`src/rtl/core/piecewise_linear_table_interpolation_defines.svh`:
```
// Assertion macros shared by the piecewise linear interpolation RTL.
`ifndef PIECEWISE_LINEAR_TABLE_INTERPOLATION_DEFINES_SVH
`define PIECEWISE_LINEAR_TABLE_INTERPOLATION_DEFINES_SVH

// Consequent must hold in the same cycle as the antecedent.
`define PWL_ASSERT_SAME(label, clk, rst, ante, cons, msg) \
  label: assert property (@(posedge clk) disable iff (rst) (ante) |-> (cons)) \
    else $error(msg);

// Consequent must hold in the cycle after the antecedent.
`define PWL_ASSERT_NEXT(label, clk, rst, ante, cons, msg) \
  label: assert property (@(posedge clk) disable iff (rst) (ante) |=> (cons)) \
    else $error(msg);

`endif

```
`src/rtl/core/pwl_pkg.sv`:
```
// Shared types and default parameters for the piecewise linear interpolator.
package pwl_pkg;

  // Default configuration
  localparam int DEF_TABLE_DEPTH = 64;
  localparam int DEF_DATA_WIDTH  = 16;

  // Result status codes
  typedef enum logic [1:0] {
    STATUS_OK   = 2'd0,
    STATUS_SAT  = 2'd1,
    STATUS_FEW  = 2'd2,
    STATUS_SPAN = 2'd3
  } status_t;

endpackage

```
`src/rtl/core/piecewise_linear_table_interpolation.sv`:
```
// Piecewise linear interpolation over a breakpoint table held in one RAM.
// A breakpoint write is taken while idle; the block stays idle for the next item.
// Query: entries are scanned from entry zero, the span is set up, the product is
// formed and divided bit by bit; the result waits in finish while an earlier result
// stalls the output. Items are taken only in idle. Cost: RAM scan and divider.
// Synchronous reset clears control and point_count; table contents stay undefined.
`include "piecewise_linear_table_interpolation_defines.svh"

module piecewise_linear_table_interpolation #(
  parameter int TABLE_DEPTH = pwl_pkg::DEF_TABLE_DEPTH,
  parameter int DATA_WIDTH  = pwl_pkg::DEF_DATA_WIDTH,
  localparam int IW  = $clog2(TABLE_DEPTH),
  localparam int PCW = $clog2(TABLE_DEPTH + 1)
) (
  input  logic                  clk,
  input  logic                  rst,
  // configuration
  input  logic                  cfg_wr_en,
  input  logic [PCW-1:0]        cfg_wr_data,
  // input channel
  input  logic                  in_valid,
  output logic                  in_ready,
  input  logic                  mode,
  input  logic [IW-1:0]         point_index,
  input  logic [DATA_WIDTH-1:0] point_x,
  input  logic [DATA_WIDTH-1:0] point_y,
  input  logic [DATA_WIDTH-1:0] query_x,
  // output channel
  output logic                  out_valid,
  input  logic                  out_ready,
  output logic [DATA_WIDTH-1:0] value,
  output logic [1:0]            status
);

  localparam int DW   = DATA_WIDTH;
  localparam int QW   = 2 * DW;                 // product / quotient width
  localparam int RW   = DW + 1;                 // divider remainder width
  localparam int CNTW = $clog2(QW);
  localparam int CW   = (QW > 41) ? QW : 41;    // width for the overflow guard
  localparam int SW   = CW + 2;                 // final sum width
  localparam logic [CW-1:0] SAT_LIMIT = CW'(1) << 40;
  localparam logic [DW-1:0] HI_DW = {1'b0, {(DW-1){1'b1}}};
  localparam logic [DW-1:0] LO_DW = {1'b1, {(DW-1){1'b0}}};

  typedef enum logic [2:0] {
    S_IDLE, S_SCAN, S_FETCH_B, S_SETUP, S_MULT, S_DIVIDE, S_FINISH
  } state_t;

  state_t               st;
  logic [PCW-1:0]       point_count;
  logic [PCW-1:0]       n;
  logic [IW-1:0]        idx;
  logic [DW-1:0]        q;
  logic [DW-1:0]        ax, ay, bx, by;
  logic [RW-1:0]        dmag;
  logic [DW:0]          dy_mag, dq_mag;
  logic                 neg;
  logic [QW-1:0]        quo;
  logic [RW-1:0]        rem;
  logic [CNTW-1:0]      cnt;
  logic                 err;
  pwl_pkg::status_t     err_code;

  // RAM interface
  logic                 ram_we;
  logic [IW-1:0]        ram_raddr;
  logic [2*DW-1:0]      ram_rdata;
  logic [DW-1:0]        cur_x, cur_y;

  // Configuration register
  always_ff @(posedge clk) begin
    if (rst) begin
      point_count <= '0;
    end else if (cfg_wr_en) begin
      point_count <= cfg_wr_data;
    end
  end

  assign in_ready = (st == S_IDLE);

  logic in_xfer;
  assign in_xfer = in_valid && in_ready;

  // Effective count, clamped to the table depth
  logic [PCW-1:0] n_eff;
  assign n_eff = (point_count > PCW'(TABLE_DEPTH)) ? PCW'(TABLE_DEPTH) : point_count;

  assign ram_we = in_xfer && !mode &&
                  ({1'b0, point_index} < (IW+1)'(TABLE_DEPTH));
  // Scan reads one entry ahead; idle presets entry zero
  assign ram_raddr = (st == S_SCAN) ? idx + IW'(1) : '0;

  pwl_ram #(
    .WIDTH (2 * DW),
    .DEPTH (TABLE_DEPTH)
  ) u_table (
    .clk   (clk),
    .we    (ram_we),
    .waddr (point_index),
    .wdata ({point_x, point_y}),
    .raddr (ram_raddr),
    .rdata (ram_rdata)
  );

  assign cur_x = ram_rdata[2*DW-1:DW];
  assign cur_y = ram_rdata[DW-1:0];

  // Scan compare
  logic scan_lt, scan_last;
  assign scan_lt   = $signed(cur_x) < $signed(q);
  assign scan_last = (PCW'(idx) + PCW'(1)) == n;

  // Differences of the chosen span
  logic signed [DW:0] dx_s, dy_s, dq_s;
  assign dx_s = $signed({bx[DW-1], bx}) - $signed({ax[DW-1], ax});
  assign dy_s = $signed({by[DW-1], by}) - $signed({ay[DW-1], ay});
  assign dq_s = $signed({q[DW-1], q})   - $signed({ax[DW-1], ax});

  logic [DW:0] dx_mag_c, dy_mag_c, dq_mag_c;
  assign dx_mag_c = dx_s[DW] ? (DW+1)'(0) - dx_s : dx_s;
  assign dy_mag_c = dy_s[DW] ? (DW+1)'(0) - dy_s : dy_s;
  assign dq_mag_c = dq_s[DW] ? (DW+1)'(0) - dq_s : dq_s;

  // Product of magnitudes; both are below 2**DW, so it fits in QW bits
  logic [QW-1:0] prod;
  assign prod = QW'(dy_mag) * QW'(dq_mag);

  // Restoring divider step
  logic [RW-1:0] rem_sh, rem_sub;
  logic          div_ge;
  assign rem_sh  = {rem[RW-2:0], quo[QW-1]};
  assign div_ge  = rem_sh >= dmag;
  assign rem_sub = rem_sh - dmag;

  // Signed sum and saturation
  logic [CW-1:0]        quot_ext;
  logic                 quot_big;
  logic signed [SW-1:0] ay_ext, q_term, sum, hi_ext, lo_ext;
  assign quot_ext = CW'(quo);
  assign quot_big = quot_ext > SAT_LIMIT;
  assign ay_ext   = SW'($signed(ay));
  assign q_term   = neg ? -$signed({2'b00, quot_ext}) : $signed({2'b00, quot_ext});
  assign sum      = ay_ext + q_term;
  assign hi_ext   = SW'($signed(HI_DW));
  assign lo_ext   = SW'($signed(LO_DW));

  logic [DW-1:0]    fin_value;
  pwl_pkg::status_t fin_status;
  always_comb begin
    fin_value  = sum[DW-1:0];
    fin_status = pwl_pkg::STATUS_OK;
    if (err) begin
      fin_value  = '0;
      fin_status = err_code;
    end else if (quot_big) begin
      fin_value  = neg ? LO_DW : HI_DW;
      fin_status = pwl_pkg::STATUS_SAT;
    end else if (sum > hi_ext) begin
      fin_value  = HI_DW;
      fin_status = pwl_pkg::STATUS_SAT;
    end else if (sum < lo_ext) begin
      fin_value  = LO_DW;
      fin_status = pwl_pkg::STATUS_SAT;
    end
  end

  // Finished result moves into the output register
  logic res_load;
  assign res_load = (st == S_FINISH) && (!out_valid || out_ready);

  // Sequencer and output register
  always_ff @(posedge clk) begin
    if (rst) begin
      st        <= S_IDLE;
      out_valid <= 1'b0;
    end else begin
      if (res_load) begin
        out_valid <= 1'b1;
      end else if (out_ready) begin
        out_valid <= 1'b0;
      end
      case (st)
        S_IDLE: begin
          if (in_xfer && mode) begin
            q   <= query_x;
            n   <= n_eff;
            idx <= '0;
            err <= 1'b0;
            if (n_eff < PCW'(2)) begin
              err      <= 1'b1;
              err_code <= pwl_pkg::STATUS_FEW;
              st       <= S_FINISH;
            end else begin
              st <= S_SCAN;
            end
          end
        end
        S_SCAN: begin
          if (scan_lt && !scan_last) begin
            idx <= idx + IW'(1);
            ax  <= cur_x;
            ay  <= cur_y;
          end else if (!scan_lt && (idx == '0)) begin
            ax <= cur_x;
            ay <= cur_y;
            st <= S_FETCH_B;
          end else begin
            bx <= cur_x;
            by <= cur_y;
            st <= S_SETUP;
          end
        end
        S_FETCH_B: begin
          bx <= cur_x;
          by <= cur_y;
          st <= S_SETUP;
        end
        S_SETUP: begin
          dmag   <= dx_mag_c;
          dy_mag <= dy_mag_c;
          dq_mag <= dq_mag_c;
          neg    <= dy_s[DW] ^ dq_s[DW] ^ dx_s[DW];
          if (dx_s == '0) begin
            err      <= 1'b1;
            err_code <= pwl_pkg::STATUS_SPAN;
            st       <= S_FINISH;
          end else begin
            st <= S_MULT;
          end
        end
        S_MULT: begin
          quo <= prod;
          rem <= '0;
          cnt <= CNTW'(QW - 1);
          st  <= S_DIVIDE;
        end
        S_DIVIDE: begin
          rem <= div_ge ? rem_sub : rem_sh;
          quo <= {quo[QW-2:0], div_ge};
          if (cnt == '0) begin
            st <= S_FINISH;
          end else begin
            cnt <= cnt - CNTW'(1);
          end
        end
        S_FINISH: begin
          if (res_load) begin
            value  <= fin_value;
            status <= fin_status;
            st     <= S_IDLE;
          end
        end
        default: begin
          st <= S_IDLE;
        end
      endcase
    end
  end

  // Checks
  `PWL_ASSERT_NEXT(a_query_scans, clk, rst,
    in_xfer && mode && (n_eff >= PCW'(2)), st == S_SCAN, "query with two points did not scan")
  `PWL_ASSERT_SAME(a_scan_in_range, clk, rst,
    st == S_SCAN, PCW'(idx) < n, "scan index beyond point count")
  `PWL_ASSERT_SAME(a_div_nonzero, clk, rst,
    st == S_DIVIDE, dmag != '0, "divider running with zero divisor")
  `PWL_ASSERT_SAME(a_rem_below_div, clk, rst,
    st == S_DIVIDE, rem < dmag, "divider remainder not below divisor")
  `PWL_ASSERT_NEXT(a_finish_loads, clk, rst,
    (st == S_FINISH) && !out_valid, out_valid, "finished result not loaded")

endmodule

```
`src/rtl/core/pwl_ram.sv`:
```
// Generic single-write, single-read RAM with registered read data.
module pwl_ram #(
  parameter int WIDTH = 32,
  parameter int DEPTH = 64,
  localparam int AW = (DEPTH > 1) ? $clog2(DEPTH) : 1
) (
  input  logic             clk,
  input  logic             we,
  input  logic [AW-1:0]    waddr,
  input  logic [WIDTH-1:0] wdata,
  input  logic [AW-1:0]    raddr,
  output logic [WIDTH-1:0] rdata
);

  logic [WIDTH-1:0] mem [DEPTH];

  // Write port and registered read port
  always_ff @(posedge clk) begin
    if (we) begin
      mem[waddr] <= wdata;
    end
    rdata <= mem[raddr];
  end

endmodule
```
`config.mk`:
```
export PLATFORM = sky130hd
export DESIGN_NAME = piecewise_linear_table_interpolation
export DESIGN_NICKNAME = d
export VERILOG_FILES = /design/src/rtl/core/pwl_pkg.sv /design/src/rtl/core/piecewise_linear_table_interpolation.sv /design/src/rtl/core/pwl_ram.sv
export VERILOG_INCLUDE_DIRS = /design/src /design/src/rtl/core
export SDC_FILE = /design/constraint.sdc
export NUM_CORES = 2
export LEC_CHECK = 0
export ABC_CLOCK_PERIOD_IN_PS = 6400
export BUFFER_PORTS_ARGS = -buffer_cell sky130_fd_sc_hd__buf_2
export CORE_MARGIN = 4
export CORE_UTILIZATION = 57
export DETAILED_ROUTE_END_ITERATION = 8
export GPL_TIMING_DRIVEN = 1
export PLACE_DENSITY = 0.76
export RECOVER_POWER = 100
export SLEW_MARGIN = 20
export SYNTH_ARGS = -nofsm -noshare
export SYNTH_HDL_FRONTEND = slang
export SYNTH_HIERARCHICAL = 1
export SYNTH_SLANG_ARGS = --single-unit
```
`constraint.sdc`:
```
create_clock -name clk -period 6.4 [get_ports clk]
set_input_delay 0.64 -clock clk [delete_from_list [all_inputs] [get_ports clk]]
set_output_delay 0.64 -clock clk [all_outputs]
set_load 0.02 [all_outputs]
```
* Yosys cells after proc, flatten, opt, wreduce, memory -nomap -nowiden
Memories as Yosys holds them, arrays and structs flattened. A register that Yosys moved wholly into a read port is not among the register bits. Cells that the tools add are included.
Word-level totals: word-level logic and storage cells 148, register bits after elaboration 230, input bits 67, memories 1, memory bits (writable) 2048
Operators by class: bitwise operators 3, equal/unequal tests 16, order comparisons 7, multiplexer cells 52, reductions and logical operators 32, $mul 1, add/subtract/negate cells 12
Memories:
- u_table.mem | words 64, bits a word 32, rd ports 1, clocked after memory_dff 1, write ports 1, RTL line pwl_ram.sv:15 | logic [WIDTH-1:0] mem [DEPTH];
Operators with widths (number):
- 2-to-1 mux 16 bit | 16
- case mux 16 bit (2 select lines) | 3
- case mux 32 bit (2 select lines) | 1
- subtractor 1 x 17 -> 17 bit, first input constant | 3
- subtractor 16 x 16 -> 17 bit | 3
- adder 16 x 43 -> 43 bit | 1
- > comparator 43 x 16 -> 1 bit, second input constant | 1
- < comparator 43 x 16 -> 1 bit, second input constant | 1
- 2-to-1 mux 43 bit | 1
- negator 32 -> 43 bit | 1
- > comparator 32 x 41 -> 1 bit, second input constant | 1
- multiplier 17 x 17 -> 32 bit | 1
- case mux 3 bit (7 select lines) | 1
- 2-to-1 mux 6 bit | 3
- >= comparator 17 bit | 1
- zero test 17 bit | 1
- < comparator 16 bit | 1
- AND reduction 4 bit | 4
- subtractor 16 bit | 1
- 2-to-1 mux 3 bit | 5
- inequality test 2 bit, second input constant | 6
- case mux 6 bit (2 select lines) | 1
- AND reduction 3 bit | 4
- nonzero test 2 bit | 6
- other kinds (27) | 56

* Logic depth before layout (Yosys ltp)
depth in word-level cells 8, depth in mapped cells 26

* Cells and area by module
Netlist, hierarchy kept.
By module, submodules not included:
- pwl_ram | area an instance 78517.8 µm², cells an instance 3324, times used 1
- piecewise_linear_table_interpolation | area an instance 26002.4 µm², cells an instance 2824, times used 1

* Worst setup path after synthesis
Ideal clock, no wire load.
path type flip-flop to flip-flop, start register dy_mag[12], end register quo[31] (data pin), required time 6.130 ns, cell stages (with the launch flop) 26, period minus slack after synthesis 6.587 ns, buffers on the path 2, library setup time 0.270 ns, setup slack -0.187 ns, arrival 6.316 ns, cell sequence edfxtp_1 clkbuf_1 clkbuf_1 nand2_1 fa_1 inv_1 fa_1 inv_1 fa_1 inv_1 fa_1 fa_1 inv_1 fa_1 inv_1 ha_1 nand4_1 or2_2 or3_1 o21ai_0 nor4b_1 or3_1 o2111ai_1 a21oi_1 xnor2_1 a21oi_1
Between the ends: word-level cells in the longest chain between the ends 2
Ends and longest elaborated chain:
- start: declaration | RTL line piecewise_linear_table_interpolation.sv:56 | logic [DW:0] dy_mag, dq_mag;
- start signal: assignment | RTL line piecewise_linear_table_interpolation.sv:220 | dy_mag <= dy_mag_c;
- multiplier 17 x 17 -> 32 bit | RTL line piecewise_linear_table_interpolation.sv:126 | assign prod = QW'(dy_mag) * QW'(dq_mag);
- case mux 32 bit (2 select lines) | RTL line piecewise_linear_table_interpolation.sv:182 | case (st)
- end signal: assignment | RTL line piecewise_linear_table_interpolation.sv:232 | quo <= prod;
- end signal: assignment | RTL line piecewise_linear_table_interpolation.sv:239 | quo <= {quo[QW-2:0], div_ge};
- end: declaration | RTL line piecewise_linear_table_interpolation.sv:58 | logic [QW-1:0] quo;
No other way between the ends. A chain may end at the register's enable or synchronous reset.

* Worst setup path in the final report
start register dq_mag[11], end register quo[31] (data pin)
Between the ends: word-level cells in the longest chain between the ends 2
Ends and longest elaborated chain:
- start: declaration | RTL line piecewise_linear_table_interpolation.sv:56
- start signal: assignment | RTL line piecewise_linear_table_interpolation.sv:221 | dq_mag <= dq_mag_c;
- multiplier 17 x 17 -> 32 bit | RTL line piecewise_linear_table_interpolation.sv:126
- case mux 32 bit (2 select lines) | RTL line piecewise_linear_table_interpolation.sv:182
No other way between the ends.

==> flow_summary_export.csv <==
group,metric,value,unit
cts,clk_pin_slew_worst_paths,0.07,ns
cts,cts_buffers,218,
setup_path,reg2reg_depth,24,
placement,dp_hpwl,165000,um
final_layout,final_util,0.646,
floorplanning,start_util,0.576,
yosys,syn_inst,6148,
global_route,grt_pass1_wl,409000,um
global_route,grt_overflow_total,0,
power_and_ir_drop,p_leak,39.2,nW
final_layout,final_common_cell,"edfxtp_1",
setup_path,rrSetupSlack,-0.04,ns
yosys,async_flop_share,0,
yosys,synth_area,105000,sq um
placement,dp.cells,8609,
drt,wl_per_cell,30.8,um
global_route,grt_max_degree,71,
final_layout,fin_nets,7051,
timing,drv_slew,4216,
power_and_ir_drop,ir_drop,1.23,mV
placement,io_buffers,86,
setup_path,cp-end-kind,"flop",
drt,drt_pass1_iterations,6,
outcome,outcome,"finished with violations",
global_route,antenna_found_initial,15,
cts,cts_tree,"done",
timing,hold_viol,0,
yosys,ys_ff_latch,2309,
drt,vias,59100,
cts,h-tree-depth,4,
cts,cts-root-buf,"clkbuf_16",
drt,drt_iter0_markers,7729,
drt,antenna_left,0,
min_path,min_from,"cfg_wr_data[5]",
min_path,hp-class,"in -> reg",
timing,min_period,6.44,ns
yosys,yosysSeqAreaShare,0.659,
setup_path,cp-startpoint,"dq_mag[11]$_DFFE_PP_",
drt,drc,0,
run,drv_cap,110,
floorplanning,die_h,436,um
yosys,ys_types,107,
setup_path,r2r-start,"dq_mag[11]$_DFFE_PP_",
global_route,grt_pass1_vias,59600,
final_layout,drive_above_1_share,0.203,
floorplanning,dieArea,190000,sq um
timing,rsz0062_at_grt,"yes",
power_and_ir_drop,power.density,493,nW/um^2
min_path,hold_depth,3,
setup_path,start_kind,"flop",
yosys,synth_top_flop_cell,"edfxtp_1",
cts,cts.sinks,2309,
drt,viasPerCell,6.50,
floorplanning,rows,156,
timing,fin_tns_setup,-0.0448,ns
min_path,hold_end,"point_count[5]$_SDFFE_PP0P_",
cts,cts.path.max_buffers,3,
floorplanning,ios,87,
timing,skew,0.0399,ns
timing,slew_headroom,-1.39,
setup_path,crit_type,"reg -> reg",
final_layout,synthToLayoutAreaGrowth,12.1,%
placement,finalWeightedCongestion,0.896,
timing,tightest_slew,3.58,ns
yosys,syn_area_per_cell,17.0,sq um
setup_path,worst-path-max-fanout,3,
setup_path,crit_required,6.97,ns
timing,fin_crit_sh,1.01,
timing,setup_ws,-0.0448,ns
yosys,synth_edf_count,2266,
yosys,syn-num-nets,6675,
timing,max_freq,155,MHz
cts,clk_latency,0.85,ns
final_layout,layout_common_cells,"edfxtp_1, mux4_2, inv_1",
timing,setup_viol,1,
outcome,violations,"max-capacitance violations, max-slew violations, negative setup slack",
final_layout,final-instance-count-excl-fill,9084,
yosys,ys_warn_count,6,
floorplanning,die_w,436,um
drt,routed_wl,280000,um
floorplanning,core-area,182000,sq um
global_route,gr-usage-all-layers,0.295,
setup_path,arrival,7.02,ns
setup_path,r2r-end,"quo[31]$_DFFE_PP_",
==> worst max path at each step <==
stage / to / slack, ns / depth (start not counted)
floorplan: quo[31]$_DFFE_PP_ / 0.001 / 24
global placement: quo[31]$_DFFE_PP_ / -0.34 / 22
detailed placement: quo[31]$_DFFE_PP_ / -0.37 / 21
CTS: quo[31]$_DFFE_PP_ / -0.004 / 25
global route: quo[31]$_DFFE_PP_ / -0.22 / 23
finish: quo[31]$_DFFE_PP_ / -0.04 / 24
==> state kept, by name, indices dropped and copies added (netlist names), 5 cells and up <==
signal         count
dmag              17
n                  7
u_table/rdata     32
dq_mag            17
u_table/mem     2048
ay                16
rem               16
idx                6
dy_mag            17
by                16
quo               32
q                 16
point_count        7
cnt                5
value             16
ax                16
bx                16
==> per-layer routing <==
layer	wire, um	global-route usage	part of all wire	vias to the layer above
met5	35	0	0.00013	-
met4	15800	0.145	0.056	6
met3	26900	0.0545	0.096	693
met2	139000	0.486	0.50	3477
met1	98000	0.382	0.35	30300
li1	-	-	-	24600
==> report_power, final <==
group / total, mW / leakage, nW / switching [mW] / internal (mW)
clock network: 13.2 / 3.51 / 5.67 / 7.50
logic: 26.4 / 15.0 / 14.9 / 11.5
registers: 18.2 / 20.7 / 0.379 / 17.9
total: 57.8 / 39.2 / 20.9 / 36.8
==> synth_stat cells (69+ instances only) <==
cell type  instances  area [sq um]
edfxtp_1        2266         68000
mux4_2           544         12300
inv_1            422          1580
nand2_1          346          1300
nor2_1           298          1120
ha_1             232          2900
fa_1             228          4560
a21oi_1          198           991
clkbuf_1         157           589
xnor2_1          130          1140
and2_1           124           776
mux2i_1          118          1180
o21ai_0           91           455
o22ai_1           86           538
nand3_1           71           355
nor3_1            69           345
==> layout make-up <==
cell class,instances,area [sq um]
sequential,2309,68900
fill,12100,64300
multi-input combinational,3138,33400
clock buffer,274,5820
timing repair buffer,434,3020
tap,2370,2970
inverter,423,1590
clock inverter,130,1440
antenna,6,15.0
==> worst max-delay path, cell delays in order (launching register included) <==
cell       delay [ns]
edfxtp_1         0.44
buf_6            0.15
buf_6            0.11
and2_1           0.15
fa_1             0.47
fa_1             0.56
inv_1            0.06
fa_2             0.45
fa_1             0.56
inv_2            0.04
fa_1             0.52
inv_1            0.05
fa_1             0.49
inv_2            0.04
ha_4             0.27
inv_2            0.04
or2_4            0.24
or3_4            0.38
o21ai_4          0.17
nor4b_2          0.07
or3_4            0.39
o2111ai_2        0.23
a21oi_2          0.09
xnor2_1          0.15
a21oi_1          0.08
==> kinds of logic after synthesis <==
logic type                 count (synthesis)  synth area share
and+or+nand+nor                         1133            0.0529
AOI/OAI and AO/OA                        691            0.0441
adders and majority gates                460            0.0714
DFF                                     2309             0.659
muxes                                    665             0.129
buffers and inverters                    701            0.0274
xor gates and xnor gates                 189            0.0160
==> through the flow <==
stage | setup slack (ns) | hold WS, ns | instance area (sq um) | power [mW]
after global routing | -0.218 | 0.0875 | 117000 | 60.8
after CTS | -0.00429 | 0.0410 | 117000 | 56.9
final | -0.0448 | 0.0856 | 117000 | 57.8
after detailed placement | -0.368 | 0.411 | 110000 | 42.7
after global placement | -0.340 | 0.406 | 110000 | 42.3
after floorplan | 0.00129 | 0.404 | 105000 | 34.3
==> timing repair <==
action	CTS	global route
hold buffers	19	0
cloned	0	0
setup buffers	27	20
pin swaps	59	91
resized for setup	46	103
setup endpoints to repair	5	29
endpoints found under the hold margin	19	0
(Power assumes the default switching activity.)
